[config.mk]
export PLATFORM = sky130hd
export DESIGN_NAME = sbf_csr
export DESIGN_NICKNAME = d
export VERILOG_FILES = /design/src/rtl/stereo_biquad_filter_assert.svh /design/src/rtl/sbf_pkg.sv /design/src/rtl/sbf_csr.sv
export SDC_FILE = /design/constraint.sdc
export NUM_CORES = 1
export LEC_CHECK = 0
export ABC_AREA = 0
export BUFFER_PORTS_ARGS = -buffer_cell sky130_fd_sc_hd__buf_2
export CAP_MARGIN = 20
export CORE_MARGIN = 10
export CORE_UTILIZATION = 55
export CTS_BUF_LIST = sky130_fd_sc_hd__clkbuf_8 sky130_fd_sc_hd__clkbuf_16
export DETAILED_ROUTE_END_ITERATION = 6
export PLACE_DENSITY = 0.85
export SLEW_MARGIN = 20
export SYNTH_ARGS = -nofsm -noshare
export SYNTH_HDL_FRONTEND = slang
export SYNTH_SLANG_ARGS = --single-unit
[constraint.sdc]
create_clock -name clock -period 2.74 [get_ports clock]
set_clock_uncertainty 0.05 [all_clocks]
set_input_delay 0.137 -clock clock [delete_from_list [all_inputs] [get_ports clock]]
set_output_delay 0.137 -clock clock [all_outputs]
set_load 0.02 [all_outputs]
[src/rtl/stereo_biquad_filter_assert.svh]
// assertion macros for the stereo biquad filter
`ifndef STEREO_BIQUAD_FILTER_ASSERT_SVH
`define STEREO_BIQUAD_FILTER_ASSERT_SVH
`ifndef SYNTH
`define SBF_ASSERT_SAME(label, clk, rst, ante, cons) \
   label: assert property (@(posedge clk) disable iff (rst) (ante) |-> (cons)) \
      else $error("sbf assertion failed");
`define SBF_ASSERT_NEXT(label, clk, rst, ante, cons) \
   label: assert property (@(posedge clk) disable iff (rst) (ante) |=> (cons)) \
      else $error("sbf assertion failed");
`else
`define SBF_ASSERT_SAME(label, clk, rst, ante, cons)
`define SBF_ASSERT_NEXT(label, clk, rst, ante, cons)
`endif
`endif

[src/rtl/sbf_pkg.sv]
// types and constants shared by the stereo biquad filter modules
package sbf_pkg;

   localparam int COEF_BITS     = 32;
   localparam int CSR_ADDR_BITS = 5;
   localparam int CSR_DATA_BITS = 32;

   typedef enum logic [2:0] {
      REG_FEED_0 = 3'd0,
      REG_FEED_1 = 3'd1,
      REG_FEED_2 = 3'd2,
      REG_BACK_1 = 3'd3,
      REG_BACK_2 = 3'd4
   } sbf_reg_type;

   typedef struct packed {
      logic [COEF_BITS-1:0] feed_0;
      logic [COEF_BITS-1:0] feed_1;
      logic [COEF_BITS-1:0] feed_2;
      logic [COEF_BITS-1:0] back_1;
      logic [COEF_BITS-1:0] back_2;
   } sbf_coef_type;

   typedef struct packed {
      logic s1_load;
      logic s1_busy;
      logic s2_load;
   } sbf_ctl_type;

endpackage

[src/rtl/sbf_csr.sv]
// coefficient register file behind the apb-style port
module sbf_csr import sbf_pkg::*; (
   input  logic                     clock,
   input  logic                     reset,
   input  logic                     csr_psel,
   input  logic                     csr_penable,
   input  logic                     csr_pwrite,
   input  logic [CSR_ADDR_BITS-1:0] csr_paddr,
   input  logic [CSR_DATA_BITS-1:0] csr_pwdata,
   output logic [CSR_DATA_BITS-1:0] csr_prdata,
   output logic                     csr_pready,
   output sbf_coef_type             coef
);

   sbf_coef_type coef_ff;
   sbf_coef_type coef_in;
   logic [2:0]   index;
   logic         write_en;

   assign index      = csr_paddr[CSR_ADDR_BITS-1:2];
   assign write_en   = csr_psel && csr_penable && csr_pwrite;
   assign csr_pready = 1'b1;
   assign coef       = coef_ff;

   always_comb begin
      coef_in = coef_ff;
      if (write_en) begin
         case (index)
            REG_FEED_0: coef_in.feed_0 = csr_pwdata;
            REG_FEED_1: coef_in.feed_1 = csr_pwdata;
            REG_FEED_2: coef_in.feed_2 = csr_pwdata;
            REG_BACK_1: coef_in.back_1 = csr_pwdata;
            REG_BACK_2: coef_in.back_2 = csr_pwdata;
            default:    coef_in = coef_ff;
         endcase
      end
   end

   always_comb begin
      case (index)
         REG_FEED_0: csr_prdata = coef_ff.feed_0;
         REG_FEED_1: csr_prdata = coef_ff.feed_1;
         REG_FEED_2: csr_prdata = coef_ff.feed_2;
         REG_BACK_1: csr_prdata = coef_ff.back_1;
         REG_BACK_2: csr_prdata = coef_ff.back_2;
         default:    csr_prdata = '0;
      endcase
   end

   always_ff @(posedge clock) begin
      if (reset) begin
         coef_ff <= '0;
      end else begin
         coef_ff <= coef_in;
      end
   end

endmodule

==> impl_metrics.py, run 1 <==
metrics = {
    "timing": {
        "min_period_over_period_pct": 68.3,
        "finalHoldViolCount": 0,
        "timing.fmax_mhz": 535,
        "rsz0062_at_grt": "no",
        "maxSlewHeadroom_pct": 38.4,
        "fin_crit_ns": 1.87,
        "slew_violations": 0,
        "setup_tns_ns": 0,
        "setup_viol": 0,
        "worst_pin_slew_ns": 0.922,
    },
    "min_path": {
        "holdPathStages": 3,
        "hold_path_class": "in2reg",
        "timing.hold.worst.start": "csr_pwdata[0]",
        "min_to": "coef[64]",
    },
    "synthesis": {
        "synth_area_um2": 7340,
        "dominantRegCellSynth": "dfxtp_1",
        "synth_top_cell_area_share_pct": 43.6,
        "yosysUniqueCellTypes": 29,
        "avgSynthCellArea_um2": 10.2,
        "synth_compound_area_share_pct": 12.6,
        "synth_top_family_by_area": "multiplexers",
        "synth_area_leader_cell": "dfxtp_1",
        "yosysMostFrequentCell": "nand2b_1",
        "synthTopCellsByCount": "nand2b_1, dfxtp_1, mux2i_1",
        "synth-edff-count": 0,
        "yosys.area_share.simple_pct": 18.0,
        "netlist_instances": 720,
        "synth_xor_area_share_pct": 0,
        "synth_seq_cells": 160,
        "synthTopCellsByArea": "dfxtp_1, mux2i_1, nand2b_1",
        "yosysWarnings": 0,
        "synth-seq-area-share_pct": 43.6,
        "synth_fa_ha_area_share_pct": 0,
        "async_reset_ff_share_pct": 0,
        "synth.area.mux_share_pct": 21.8,
        "synth_nets": 762,
    },
    "routing": {
        "drtIter0Drc": 463,
        "vias_per_cell": 5.56,
        "wl_mm": 21.7,
        "dr.pass1.iters": 4,
        "detail_route.wl_per_cell_um": 19.5,
        "drc": 0,
        "antenna_left": 0,
        "vias": 6210,
    },
    "power": {
        "cellLeakagePower_nw": 4.76,
        "internal_power_w": 0.00408,
        "powerDensity_nw_per_um2": 564,
        "seq_power_share_pct": 45.1,
        "ir_drop_mv": 0.448,
        "total_power_w": 0.00522,
        "power_frac_comb_pct": 6.2,
        "switching_share_pct": 21.8,
        "switchingPower_w": 0.00114,
        "clkPwrFrac_pct": 48.6,
    },
    "critical_path": {
        "critPathMaxFanout": 15,
        "critPathArrivalTime_ns": 1.68,
        "ff2ff_path_depth": 3,
        "r2r-end": "coef[117]",
        "path_cells": "buf_2 > buf_4 > mux2i_1 > o2bb2ai_1 > a221o_1 > buf_2",
        "r2r_slack_ns": 1.85,
        "required_ns": 2.55,
        "critPathCaptureType": "output pin",
        "crit_path_frequent_cell": "buf_2",
        "critical_path_class": "in2out",
        "crit_path_max_incr_delay_ns": 0.38,
        "crit_buf_inv": 3,
        "startpoint_type": "input port",
        "cp_top_family": "buffers and inverters",
        "r2r_start": "coef[117]",
        "cp_slowest_cell": "buf_4",
    },
    "final_layout": {
        "layout-drive-gt1-share_pct": 30.7,
        "area_delta_synth_final_pct": 26.2,
        "nNetsFinal": 968,
        "largest_register_ff_count": 160,
    },
    "run_status": {
        "status": "completed",
    },
    "floorplanning": {
        "core_area_um2": 13100,
        "initial_core_util_pct": 55.9,
        "io_pins": 235,
        "dieArea_um2": 18400,
        "dieHeight_um": 136,
        "dieWidth_um": 136,
        "rows": 42,
    },
    "placed_design": {
        "io_buffers": 231,
        "dp_hpwl_mm": 14.8,
        "place.gp.congestion": 0.800,
    },
    "clock_network": {
        "hold_buffers": 0,
        "clockBufferDepth": 2,
        "cts_buffers": 17,
        "postCtsSetupBuffers": 0,
        "worstSkewPairLatency_ns": 0.41,
        "post_cts_resized": 0,
        "cts-root-buf": "clkbuf_16",
        "clock_sinks": 160,
        "cts_tree": "built",
        "clk_pin_slew_ns": 0.06,
        "htree_levels": 4,
    },
    "global_route": {
        "grt_max_degree": 193,
        "grt.overflow.total": 0,
        "grt_pass1_wl_mm": 33.7,
        "antenna_found_initial": 1,
        "grt_pass1_vias": 6188,
        "grt_usage_pct": 23.0,
    },
    "flow_run": {
        "cap_violations": 0,
    },
}
-- worst min-delay path, cell delays in order --
cell and delay, ns:
buf_2 0.07, nand2b_1 0.11, mux2i_1 0.14
-- area by class of cell --
class	instances	area, um2
Antenna cell	1	2.50
Clock buffer	21	480
Clock inverter	11	160
Fill cell	1022	3870
Multi-Input combinational cell	498	3880
Sequential cell	160	3200
Tap cell	176	220
Timing Repair Buffer	249	1320
-- cell usage in the layout (no fill, tap or decap), types with 17 or more instances in the layout --
| master | n |
|---|---|
| clkbuf_16 | 17 |
| buf_2 | 230 |
| nor2b_1 | 32 |
| a221o_1 | 31 |
| dfxtp_1 | 160 |
| buf_4 | 17 |
| nand2b_1 | 162 |
| o2bb2ai_1 | 31 |
| o21ai_0 | 60 |
| mux2i_1 | 159 |
-- stage by stage --
step	instances	setup slack [ns]	area [um2]	utilization (%)	hold slack, ns
3_3_place_gp	1083	0.771	8620	65.6	0.421
6_report	1116	0.869	9260	70.5	0.0283
5_1_grt	1115	0.769	9260	70.5	0.0346
2_1_floorplan	720	1.22	7340	-	0.302
4_1_cts	1115	0.867	9260	70.5	0.0150
3_5_place_dp	1083	0.724	8620	65.6	0.425
-- how the worst max path moves through the flow --
stage / slack, ns / from / end / cells after the start
finish: 0.87 / csr_paddr[3] / csr_prdata[8] / 6
detailed placement: 0.72 / csr_paddr[3] / coef[117] / 4
global route: 0.77 / csr_paddr[3] / csr_prdata[8] / 6
CTS: 0.87 / csr_paddr[3] / csr_prdata[8] / 6
global placement: 0.77 / csr_paddr[3] / coef[120] / 4
floorplan: 1.22 / csr_paddr[3] / csr_prdata[0] / 6
-- power groups by stage --
stage                     registers (W)  logic [W]  clock network (W)
after floorplan                 0.00243   0.000188                  0
after global placement          0.00241   0.000320                  0
after detailed placement        0.00241   0.000322                  0
after CTS                       0.00236   0.000324            0.00256
after global routing            0.00236   0.000347            0.00266
final                           0.00236   0.000325            0.00254
-- per-layer routing --
metal | share of wire (%) | vias to the layer above | track usage, %
met5 | 0 | - | 0
met4 | 1.5 | 0 | 7.78
met3 | 8.3 | 30 | 7.23
met2 | 47 | 236 | 37.2
met1 | 43 | 2994 | 28.2
li1 | - | 2950 | -
-- logic make-up (layout without fill, tap and decap cells) --
family / count (synthesis) / count (layout)
simple gates: 208 / 208
mux: 160 / 160
flops: 160 / 160
compound gates: 129 / 129
buf+inv: 62 / 281
other cells: 1 / 2
(Power assumes the default switching activity.)
==> run 2: changes to the inputs <==
- ABC_AREA: 0 -> 1
- CORE_UTILIZATION: 55 -> 47
- PLACE_DENSITY: 0.85 -> 0.77
- clock period: 2.74 -> 1.6 ns (I/O delays scaled with it)
==> run 2 against run 1 <==
Against the previous run:
- largest power group unchanged
- non-clock buffer count rose by 50
- total power up 77%
- clock power rose by 66%
- via count up 41%
- highest routed layer unchanged
- sequential share of layout area decreased by 3.7 points
- die area is 23% higher
- utilization fell by 8.1 points
- combinational power grew to 2.9 times the previous value
- sequential cell count unchanged
- sequential power is 73% higher
- worst setup slack got worse by 0.77 ns
==> impl_metrics.py, run 2 <==
metrics = {
    "timing": {
        "hold_ws_ns": 0.0192,
        "min_period_over_period_pct": 93.8,
        "timing.fmax_mhz": 666,
        "rsz0062_at_grt": "no",
        "setup_viol": 0,
        "setup_tns_ns": 0,
        "fin_crit_ns": 1.50,
        "slew_violations": 0,
        "finalHoldViolCount": 0,
    },
    "clock_network": {
        "clockBufferDepth": 2,
        "worstSkewPairLatency_ns": 0.42,
        "htree_levels": 4,
        "cts-root-buf": "clkbuf_16",
        "cts_buffers": 17,
        "clk_pin_slew_ns": 0.06,
        "post_cts_resized": 0,
        "clock_sinks": 160,
        "postCtsSetupBuffers": 0,
        "cts_tree": "built",
    },
    "critical_path": {
        "r2r_slack_ns": 0.91,
        "crit_buf_inv": 6,
        "critPathArrivalTime_ns": 1.37,
        "critPathCaptureType": "output pin",
        "ff2ff_path_depth": 2,
        "cp_top_family": "buffers and inverters",
        "required_ns": 1.47,
        "cp_slowest_cell": "buf_4",
        "r2r_start": "coef[71]",
        "critPathMaxFanout": 16,
        "crit_path_frequent_cell": "nand2_1",
        "startpoint_type": "input port",
        "path_cells": "buf_2 > inv_2 > buf_4 > nor2_8 > buf_4 > nand2_1 > nand2_1 > inv_1 > nand2_1 > buf_2",
        "r2r-end": "coef[71]",
        "crit_path_max_incr_delay_ns": 0.24,
        "critical_path_class": "in2out",
    },
    "global_route": {
        "grt.overflow.total": 0,
        "grt_pass1_wl_mm": 43.5,
        "grt_max_degree": 86,
        "grt_pass1_vias": 8211,
        "grt_usage_pct": 24.0,
        "antenna_found_initial": 1,
    },
    "flow_run": {
        "cap_violations": 0,
    },
    "synthesis": {
        "dominantRegCellSynth": "dfxtp_1",
        "synth_nets": 1338,
        "yosys.area_share.simple_pct": 48.5,
        "avgSynthCellArea_um2": 6.17,
        "yosysUniqueCellTypes": 19,
        "yosysWarnings": 0,
        "synth_top_cell_area_share_pct": 40.0,
        "synth_compound_area_share_pct": 0,
        "synth.area.mux_share_pct": 0,
        "synth_xor_area_share_pct": 0,
        "synth-seq-area-share_pct": 40.0,
        "synth-edff-count": 0,
        "synth_top_family_by_area": "simple AND/OR/NAND/NOR gates",
        "async_reset_ff_share_pct": 0,
        "netlist_instances": 1296,
        "synthTopCellsByCount": "nor2_1, nand2_1, nand3_1",
        "synth_area_leader_cell": "dfxtp_1",
        "synth_area_um2": 8000,
        "synthTopCellsByArea": "dfxtp_1, nor2_1, nand2_1",
        "yosysMostFrequentCell": "nor2_1",
        "synth_fa_ha_area_share_pct": 0,
        "synth_seq_cells": 160,
    },
    "floorplanning": {
        "dieHeight_um": 150,
        "core_area_um2": 16600,
        "dieWidth_um": 150,
        "initial_core_util_pct": 48.1,
        "dieArea_um2": 22600,
        "rows": 47,
        "io_pins": 235,
    },
    "run_status": {
        "status": "completed",
    },
    "final_layout": {
        "layout-drive-gt1-share_pct": 20.5,
        "nNetsFinal": 1571,
        "area_delta_synth_final_pct": 29.7,
        "n_fill_cell": 1534,
        "final_cell_mix": "nor2_1, nand2_1, buf_2",
        "layout_commonest_cell": "nor2_1",
        "largest_register_ff_count": 160,
    },
    "min_path": {
        "holdPathStages": 5,
        "hold_path_class": "in2reg",
        "min_to": "coef[47]",
        "timing.hold.worst.start": "csr_pwdata[15]",
    },
    "placed_design": {
        "place.gp.congestion": 0.824,
        "io_buffers": 231,
        "dp_hpwl_mm": 18.7,
    },
    "power": {
        "total_power_w": 0.00923,
        "cellLeakagePower_nw": 5.22,
        "powerDensity_nw_per_um2": 889,
        "ir_drop_mv": 0.724,
    },
    "routing": {
        "vias": 8755,
        "antenna_left": 0,
        "drc": 0,
        "detail_route.wl_per_cell_um": 15.7,
        "drtIter0Drc": 588,
        "wl_mm": 27.6,
        "dr.pass1.iters": 5,
        "vias_per_cell": 4.97,
    },
}
run 2: changes by cell type in the layout (fill, tap and decap cells not counted), sizes merged, moves of 28 or more:
cell         before  now
a221o            31    0
dlygate4sd3       0   28
inv               1  116
mux2i           159    0
nand2             2  325
nand2b          162    0
nand3             1  205
nor2              1  406
nor2b            32    0
o21ai            64    0
o2bb2ai          31    0
run 2: worst register-to-register path, stage by stage, from the launching register on:
cell	delay (ns)
dfxtp_1	0.34
nor2_1	0.13
nor2_1	0.06
run 2: routing by layer:
| layer | routed length (um) | vias to the layer above | global-route usage [%] |
|---|---|---|---|
| met5 | 0 | - | 0 |
| met4 | 734 | 0 | 9.57 |
| met3 | 2990 | 53 | 7.53 |
| met2 | 12700 | 413 | 39.0 |
| met1 | 11200 | 3897 | 28.9 |
| li1 | - | 4392 | - |
run 2: what timing repair did:
item                                    4_1_cts  5_1_grt
endpoints found under the setup margin        0        0
hold endpoints to repair                     85        0
hold buffers                                 28        0
run 2: layout make-up:
cell class	instances	area [um2]	area share [%]
flip-flops and latches	160	3200	30.9
multi-input cells	938	3900	37.6
repair buffers	299	1960	18.9
inverters	113	428	4.12
well taps	220	275	2.65
diodes	2	5.00	0.0482
clock buffers	19	453	4.36
clock inverters	10	148	1.42
run 2: where the power goes:
part	leakage [nW]	total (W)	internal (W)	switching [W]
Clock	0.306	0.00421	0.00264	0.00157
Sequential	1.29	0.00408	0.00404	0.0000400
Combinational	3.62	0.000938	0.000321	0.000617
Total	5.22	0.00923	0.00700	0.00223
run 2: how the worst max path moves through the flow:
stage	start	end	depth (start not counted)
floorplan	csr_paddr[2]	csr_prdata[11]	7
global placement	csr_paddr[4]	csr_prdata[0]	10
detailed placement	csr_paddr[4]	coef[158]	8
CTS	csr_paddr[3]	csr_prdata[0]	10
global route	csr_paddr[4]	csr_prdata[0]	10
finish	csr_paddr[4]	csr_prdata[0]	10
run 2: logic make-up after synthesis:
| family | count (synthesis) |
|---|---|
| AND/OR/NAND/NOR | 937 |
| other | 1 |
| buffers and inverters | 198 |
| flip-flops | 160 |
run 2: stage by stage:
step           setup WS [ns]  cells  cell area [um2]  util [%]
2_1_floorplan          0.424   1296             8000         -
3_3_place_gp           0.137   1702             9490      57.0
3_5_place_dp          0.0849   1702             9490      57.0
4_1_cts                0.102   1759            10400      62.3
5_1_grt               0.0193   1760            10400      62.3
6_report              0.0990   1761            10400      62.4
